**config.mk**
```make
export PLATFORM = sky130hd
export DESIGN_NAME = tcce_ctrl
export DESIGN_NICKNAME = d
export VERILOG_FILES = /design/src/design/tcce_pkg.sv /design/src/design/tcce_ctrl.sv
export SDC_FILE = /design/constraint.sdc
export NUM_CORES = 1
export LEC_CHECK = 0
export ABC_AREA = 0
export BUFFER_PORTS_ARGS = -buffer_cell sky130_fd_sc_hd__buf_4
export CAP_MARGIN = 40
export CORE_AREA = 3 3 40 42
export CTS_CLUSTER_SIZE = 12
export DETAILED_ROUTE_END_ITERATION = 12
export DIE_AREA = 0 0 43 45
export GPL_TIMING_DRIVEN = 0
export PLACE_DENSITY_LB_ADDON = 0.1
export SYNTH_ARGS = -nofsm -noshare
export SYNTH_HDL_FRONTEND = slang
export SYNTH_SLANG_ARGS = --single-unit
```
**constraint.sdc**
```tcl
create_clock -name clock -period 1.4 [get_ports clock]
set_input_delay 0.07 -clock clock [delete_from_list [all_inputs] [get_ports clock]]
set_output_delay 0.07 -clock clock [all_outputs]
set_load 0.05 [all_outputs]
```
**src/design/tcce_pkg.sv**
```systemverilog
// Shared types, constants and helpers of the text console cursor engine.
// Used by tcce_ctrl, tcce_dp, the top level and the testbench; depends on nothing else.
`default_nettype none

package tcce_pkg;

   // Screen geometry.
   localparam int COLUMNS   = 80;
   localparam int ROWS      = 25;
   localparam int TAB_WIDTH = 8;
   localparam int CELLS     = ROWS * COLUMNS;

   // Field widths fixed by the interface.
   localparam int FUNC_W  = 2;
   localparam int CHAR_W  = 8;
   localparam int COLOR_W = 4;
   localparam int INDEX_W = 11;
   localparam int LOC_W   = 11;
   localparam int CELL_W  = 16;

   // Internal widths.
   localparam int ADDR_W = $clog2(CELLS);
   localparam int COL_W  = $clog2(COLUMNS);
   localparam int ROW_W  = $clog2(ROWS);
   localparam int COLX_W = $clog2(COLUMNS + TAB_WIDTH);
   localparam int ROWX_W = $clog2(ROWS + 1);

   localparam logic [COLX_W-1:0] COLUMNS_X   = COLX_W'(COLUMNS);
   localparam logic [ROWX_W-1:0] ROWS_X      = ROWX_W'(ROWS);
   localparam logic [ROW_W-1:0]  LAST_ROW    = ROW_W'(ROWS - 1);
   localparam logic [ADDR_W-1:0] LAST_CELL   = ADDR_W'(CELLS - 1);
   localparam logic [ADDR_W-1:0] COPY_CELLS  = ADDR_W'(CELLS - COLUMNS);
   localparam logic [ADDR_W-1:0] ROW_STRIDE  = ADDR_W'(COLUMNS);

   localparam logic [CELL_W-1:0] BLANK_CELL = 16'h0F20;

   // Control characters.
   localparam logic [CHAR_W-1:0] CH_BS  = 8'h08;
   localparam logic [CHAR_W-1:0] CH_TAB = 8'h09;
   localparam logic [CHAR_W-1:0] CH_LF  = 8'h0A;
   localparam logic [CHAR_W-1:0] CH_CR  = 8'h0D;

   typedef enum logic [FUNC_W-1:0] {
      FUNC_PUT   = 2'd0,
      FUNC_CLEAR = 2'd1,
      FUNC_READ  = 2'd2,
      FUNC_NONE  = 2'd3
   } func_type;

   typedef enum logic [1:0] {
      KIND_DONE,
      KIND_READ,
      KIND_SWEEP
   } item_kind_type;

   typedef enum logic [2:0] {
      ST_INIT,
      ST_IDLE,
      ST_READ,
      ST_SWEEP,
      ST_DRAIN
   } state_type;

   // Commands from the controller to the datapath.
   typedef struct packed {
      logic take_item;
      logic sweep_start;
      logic sweep_run;
      logic rsp_read;
      logic rsp_sweep;
   } cmd_type;

   // Status from the datapath to the controller.
   typedef struct packed {
      item_kind_type item_kind;
      logic          sweep_last;
      logic          rsp_free;
   } status_type;

   function automatic logic is_printable(input logic [CHAR_W-1:0] code);
      return (code[7] == 1'b0) && (code[6:5] != 2'b00);
   endfunction

   function automatic logic [ADDR_W-1:0] cell_addr(input logic [ROW_W-1:0] row,
                                                   input logic [COL_W-1:0] col);
      return ADDR_W'(ADDR_W'(row) * ROW_STRIDE) + ADDR_W'(col);
   endfunction

endpackage

`default_nettype wire

```
**src/design/tcce_ctrl.sv**
```systemverilog
// Controller state machine of the text console cursor engine.
// Depends on tcce_pkg; drives the datapath through cmd_type, reads status_type.
`default_nettype none

module tcce_ctrl
   import tcce_pkg::*;
(
   input  wire logic       clock,
   input  wire logic       reset,
   input  wire logic       req_valid,
   output      logic       req_stall,
   input  wire status_type status,
   output      cmd_type    cmd
);

   state_type state_ff, state_in;
   logic      reply_ff, reply_in;

   always_ff @(posedge clock) begin
      if (reset) begin
         state_ff <= ST_INIT;
         reply_ff <= 1'b0;
      end else begin
         state_ff <= state_in;
         reply_ff <= reply_in;
      end
   end

   always_comb begin
      state_in  = state_ff;
      reply_in  = reply_ff;
      cmd       = '0;
      req_stall = 1'b1;
      unique case (state_ff)
         ST_INIT: begin
            // Blank the whole store after reset; no transfer goes out.
            cmd.sweep_run = 1'b1;
            reply_in      = 1'b0;
            if (status.sweep_last) begin
               state_in = ST_DRAIN;
            end
         end
         ST_IDLE: begin
            req_stall = !status.rsp_free;
            if (req_valid && status.rsp_free) begin
               cmd.take_item = 1'b1;
               unique case (status.item_kind)
                  KIND_READ: state_in = ST_READ;
                  KIND_SWEEP: begin
                     cmd.sweep_start = 1'b1;
                     reply_in        = 1'b1;
                     state_in        = ST_SWEEP;
                  end
                  default: state_in = ST_IDLE;
               endcase
            end
         end
         ST_READ: begin
            cmd.rsp_read = 1'b1;
            state_in     = ST_IDLE;
         end
         ST_SWEEP: begin
            cmd.sweep_run = 1'b1;
            if (status.sweep_last) begin
               state_in = ST_DRAIN;
            end
         end
         ST_DRAIN: begin
            // The last delayed write lands in this cycle.
            cmd.rsp_sweep = reply_ff;
            state_in      = ST_IDLE;
         end
         default: state_in = ST_INIT;
      endcase
   end

endmodule

`default_nettype wire

```
Word level (Yosys, flattened, before mapping)
Cells that the tools add are included.
{"block": "totals", "regBits": 4, "latch_bits": 0, "mem_bits_rw": 0, "rom_bits": 0, "inputBits": 7, "out_inout_bits": 6, "memories": 0}
{"block": "op_classes", "n_addsub": 0, "multipliers": 0, "div": 0, "magnitude_cmp": 0, "eq_ne": 9, "shift": 0, "n_mux": 14, "n_bitwise": 0, "reduce_logical": 8}
{"cell": "$pmux 3 s3", "count": 1}
{"cell": "$mux 1", "count": 7}
{"cell": "$eq 3x2->1 const B", "count": 2}
{"cell": "$mux 3", "count": 2}
{"cell": "$mux 2", "count": 2}
{"cell": "$ne 2x2->1 const B", "count": 2}
{"cell": "$pmux 2 s2", "count": 1}
{"cell": "$reduce_or 2->1", "count": 2}
{"cell": "$eq 3x1->1 const B", "count": 1}
{"cell": "$eq 3x3->1 const B", "count": 1}
{"cell": "$logic_not 3->1", "count": 1}
{"cell": "$reduce_and 3->1", "count": 1}
{"cell": "$eq 2x1->1 const B", "count": 1}
{"cell": "$eq 2x2->1 const B", "count": 1}
{"cell": "$ne 2x1->1 const B", "count": 1}
{"cell": "$pmux 1 s2", "count": 1}
{"cell": "$reduce_and 2->1", "count": 1}
{"cell": "$reduce_bool 2->1", "count": 1}
{"cell": "$logic_and 1x1->1", "count": 1}
{"cell": "$logic_not 1->1", "count": 1}

Logic depth before layout (Yosys ltp)
Gate-level depths: netlist of the first run.
{"block": "logic_depth", "ltp_word": 4, "mapped_depth": 5, "depth_no_buf": 5}

Least setup slack after synthesis of the first run
Ideal clock, no wire load.
{"block": "synth_timing", "path_kind": "register to output", "from": "register state_ff[0]", "to": "output port cmd[0] in the netlist's numbering", "arrival_ns": 1.527, "required_ns": 1.330, "path_slack_ns": -0.197, "path_stages_with_launch": 3, "path_buffers": 1, "path_cell_list": "dfxtp_1 -> buf_4 -> nor3_1"}
{"item": "from (decl)", "line": "tcce_ctrl.sv:16", "source": "state_type state_ff, state_in;"}
{"item": "from (signal assigned)", "line": "tcce_ctrl.sv:24", "source": "state_ff <= state_in;"}
{"item": "to (decl)", "line": "tcce_ctrl.sv:13", "source": "output cmd_type cmd"}

==> impl_metrics.ini, run 1 <==
[synthesis]
ys_top_cells_by_count = dfxtp_1, nand2_1, nor2_1, nor3_1
synth_area_um2 = 303
yosysTopAreaCellShare_pct = 26.4
netlist_instances = 37
async_flop_share_pct = 0
synth_flop_cell = dfxtp_1
synth.area.top_cells = dfxtp_1, ha_1, buf_6
ys_types = 20
avgSynthCellArea_um2 = 8.18
ys_ff_latch = 4
synth_edf_count = 0
yosysSeqAreaShare_pct = 26.4
yosysTopAreaCell = dfxtp_1
synth_nets = 46
synth-warning-count = 0

[floorplan]
rows = 13
start_util_pct = 23.6
dieArea_mm2 = 0.00194
fp.dieH_um = 45
core_mm2 = 0.00128
die_x_um = 43
ios = 13

[critical_path]
critPathSlowestCell = dfxtp_1
crit_fanout = 9
crit_family = simple AND/OR/NAND/NOR gates
crit_type = register to output port
path_cells = buf_6 > nor2_2 > nand2_1 > nor2_1 > buf_4
cp-start-kind = register
critPathArrivalTime_ns = 1.22
critPathBufInv = 2
end_kind = output port
max_stage_delay_ns = 0.30
worstPathRequired_ns = 1.33

[place]
io_buffers = 12
place_hpwl_um = 560
post_dp_cell_area_um2 = 417
gp_congestion = 0.681

[outcome]
status = finished, final reports clean

[run]
cap_violations = 0

[clock_network]
postCtsSetupBuffers = 0
cts.sinks = 4
post_cts_resized = 0
cts_made_buffers = 3
root_buffer = clkbuf_4
clk_path_buf_depth = 2
cts_max_level = 1
cts_hold_buf = 0
clk_latency_ns = 0.23
cts_tree = done
clkTransAtPathRegs_ns = 0.04

[sta]
timing.hold.ws_ns = 0.0265
max_freq_mhz = 776
setup-tns-final_ns = 0
hold_viol_final = 0
tightest_slew_ns = 0.239
period_needed_ns = 1.29
slew_headroom_pct = 83.9
drv_slew = 0
rsz0062_at_grt = no
fin_crit_sh_pct = 92.0
clock_skew_ns = 0.00341
final-setup-viol-count = 0

[route]
first_pass_iters = 4
drc = 0
routed_wl_um = 746
ant_nets = 0
wl_per_cell_um = 11.1
via_count = 313
drtIter0Drc = 6
vias_per_cell = 4.67

[global_route]
grt_max_degree = 11
overflow = 0
grt_pass1_vias = 243
antenna_found_initial = 0
grt_pass1_wl_um = 1010
track_usage_pct = 7.99

[power]
leakagePower_nw = 0.203
irDropWorstVdd_mv = 0.213
power.density_mw_per_mm2 = 827

[final_layout]
design_area_um2 = 453
utilization_pct = 35.2
drive_gt1_share_pct = 46.2
syn_to_final_growth_pct = 49.6
nNetsFinal = 63
n_antenna_cell = 0

[worst_hold_path]
hold_class = primary input to register
## state kept, by name, indices dropped and copies added, names as in the netlist
name	cells
state_ff	3
reply_ff	1
## cell usage in the layout (no fill, tap or decap)
cell / n
buf_4: 13
nand2_1: 4
dfxtp_1: 4
buf_6: 3
nor2_1: 3
nor3_1: 3
clkbuf_4: 3
inv_1: 2
nand3_1: 2
ha_1: 2
xor2_2: 1
nor2_2: 1
nor2b_2: 1
nor2b_1: 1
nor3_2: 1
nand2b_1: 1
o31ai_1: 1
and4bb_2: 1
nand4b_1: 1
a311oi_1: 1
o21a_1: 1
nor4b_1: 1
a41oi_1: 1
## stage by stage
| stage | total power, mW | instances | setup WS [ns] |
|---|---|---|---|
| floorplan | 0.192 | 37 | 0.0346 |
| global placement | 0.227 | 64 | 0.305 |
| detailed placement | 0.228 | 64 | 0.311 |
| CTS | 0.376 | 67 | 0.0636 |
| global route | 0.394 | 67 | 0.0152 |
| finish | 0.374 | 67 | 0.112 |
## layout make-up
class                           count  area, um^2
Buffer                              4        37.5
Clock buffer                        3        22.5
Fill cell                         132         832
Inverter                            2        7.51
Multi-Input combinational cell     27         193
Sequential cell                     4        80.1
Tap cell                           15        18.8
Timing Repair Buffer               12        93.8
## cells by family (layout without fill, tap and decap cells)
logic type,after synthesis,count (layout),share of synthesized area [%]
AO/OA/AOI/OAI,4,4,10.7
flip-flops,4,4,26.4
XOR/XNOR,1,1,2.89
buffers and inverters,6,21,14.9
AND/OR/NAND/NOR,20,20,36.8
adder cells (fa/ha/maj),2,2,8.26
## power by group
| group | switching [mW] | internal [mW] | total (mW) |
|---|---|---|---|
| Sequential | 0.00162 | 0.120 | 0.121 |
| Combinational | 0.0623 | 0.0492 | 0.111 |
| Clock | 0.0458 | 0.0958 | 0.142 |
| Total | 0.110 | 0.265 | 0.374 |
## worst paths after layout
| check | start | end | slack (ns) | depth (start not counted) |
|---|---|---|---|---|
| max | state_ff[2] | cmd[3] | 0.11 | 5 |
| min | reset | state_ff[0] | 0.03 | 2 |
| max reg2reg | state_ff[1] | state_ff[0] | 0.31 | 4 |
| min reg2reg | state_ff[2] | state_ff[2] | 0.55 | 2 |
## per-layer routing
| metal | track usage [%] | vias up | share of wire (%) |
|---|---|---|---|
| li1 | - | 160 | - |
| met1 | 9.38 | 136 | 44 |
| met2 | 9.58 | 13 | 44 |
| met3 | 2.79 | 4 | 8.6 |
| met4 | 10.8 | 0 | 3.4 |
| met5 | 0 | - | 0 |
Power figures use the tool's default switching activity.
==> run 2, diff against run 1 <==
RECOVER_POWER = 50   (was unset)
==> run 2 against run 1 <==
Net effect:
- worst hold slack about the same
- power about the same
- register-to-register slack about the same
- global-route usage did not move
- combinational power is essentially flat
- maximum frequency unchanged
- core utilization fell by 0.19 points
- design area shrank 0.55%
- sequential cell count unchanged
- critical path type unchanged
- largest cell class unchanged
- largest power group unchanged
==> impl_metrics.ini, run 2 (synthesis results as in run 1) <==
[outcome]
status = finished, final reports clean

[floorplan]
ios = 13
core_mm2 = 0.00128
fp.dieH_um = 45
die_x_um = 43
rows = 13
dieArea_mm2 = 0.00194
start_util_pct = 23.6

[sta]
tightest_slew_ns = 0.277
drv_slew = 0
clock_skew_ns = 0.00341
setup-tns-final_ns = 0
final-setup-viol-count = 0
slew_headroom_pct = 81.6
hold_viol_final = 0
max_freq_mhz = 776
fin_crit_sh_pct = 92.0
fin_ws_ns = 0.112
period_needed_ns = 1.29
rsz0062_at_grt = no

[global_route]
grt_pass1_vias = 243
track_usage_pct = 7.99
antenna_found_initial = 0
use_met2_pct = 9.58
grt_pass1_wl_um = 1010
overflow = 0
grt_max_degree = 11
grt-busiest-layer = met4
use_met3_pct = 2.79
met1_usage_pct = 9.38

[final_layout]
nNetsFinal = 63
nFillCells = 132
final_common_cell = buf_4
largest_register = state_ff
drive_gt1_share_pct = 46.2
syn_to_final_growth_pct = 48.8
n_antenna_cell = 0
top_regs = state_ff (3), reply_ff (1)
final_cell_mix = buf_4, nand2_1, dfxtp_1
largest_register_ff_count = 3

[route]
wl_per_cell_um = 11.1
ant_nets = 0
drc = 0
routed_wl_um = 747
drtIter0Drc = 6
first_pass_iters = 4
vias_per_cell = 4.67
via_count = 313

[critical_path]
crit_fanout = 9
end_kind = output port
cp-start-kind = register
worstPathRequired_ns = 1.33
critPathArrivalTime_ns = 1.22
crit_type = register to output port

[place]
gp_congestion = 0.681
pre_cts_ws_ns = 0.311
io_buffers = 12
place_hpwl_um = 560

[worst_hold_path]
hold_class = primary input to register

[clock_network]
root_buffer = clkbuf_4
cts.sinks = 4
cts_hold_buf = 0
postCtsSetupBuffers = 0
cts_made_buffers = 3
cts_max_level = 1
cts_tree = done
post_cts_resized = 0
clkTransAtPathRegs_ns = 0.04
clk_path_buf_depth = 2
clk_latency_ns = 0.23

[run]
cap_violations = 0

[power]
leakagePower_nw = 0.202
power.density_mw_per_mm2 = 831
irDropWorstVdd_mv = 0.213
run 2: changes by cell type in the layout (fill, tap and decap cells not counted):
| cell | previous run | this run |
|---|---|---|
| buf_4 | 13 | 12 |
| clkbuf_2 | 0 | 1 |
run 2: routing by layer:
layer  share of wire, %  vias up
met1                 44      136
li1                   -      160
met3                8.6        4
met4                3.3        0
met5                  0        -
met2                 44       13
run 2: final timing paths:
| check | startpoint | endpoint | slack, ns | depth (start not counted) |
|---|---|---|---|---|
| worst max-delay path | state_ff[2] | cmd[3] | 0.11 | 5 |
| worst min-delay path | reset | state_ff[0] | 0.03 | 2 |
| worst max register to register | state_ff[1] | state_ff[0] | 0.31 | 4 |
| worst min register to register | state_ff[2] | state_ff[2] | 0.55 | 2 |
run 2: cell type report:
cell class                 instances  area [um^2]  share of cell area [%]
inverter                           2         7.51                    1.67
timing repair buffer              12         91.3                    20.3
clock buffer                       3         22.5                    5.00
buffer                             4         37.5                    8.33
sequential                         4         80.1                    17.8
multi-input combinational         27          193                    42.8
tap                               15         18.8                    4.17
run 2: where the power goes:
| group | leakage [nW] | total [mW] | switching, mW | internal (mW) |
|---|---|---|---|---|
| combinational | 0.156 | 0.111 | 0.0623 | 0.0492 |
| clock | 0.0138 | 0.142 | 0.0458 | 0.0958 |
| sequential | 0.0326 | 0.121 | 0.00162 | 0.120 |
| total | 0.202 | 0.374 | 0.110 | 0.265 |
run 2: metrics by stage:
step / utilization (%) / instances / power (mW) / hold slack [ns] / cell area, um^2
after global placement: 32.4 / 64 / 0.227 / 0.268 / 417
after CTS: 34.2 / 67 / 0.376 / 0.0208 / 439
after floorplan: - / 37 / 0.192 / 0.147 / 308
after detailed placement: 32.4 / 64 / 0.228 / 0.270 / 417
after global routing: 35.1 / 67 / 0.394 / 0.0291 / 450
final: 35.1 / 67 / 0.374 / 0.0265 / 450
run 2: critical path, stage by stage (launching register included):
cell and delay [ns]:
dfxtp_1 0.30, buf_6 0.13, nor2_2 0.14, nand2_1 0.09, nor2_1 0.11, buf_4 0.21
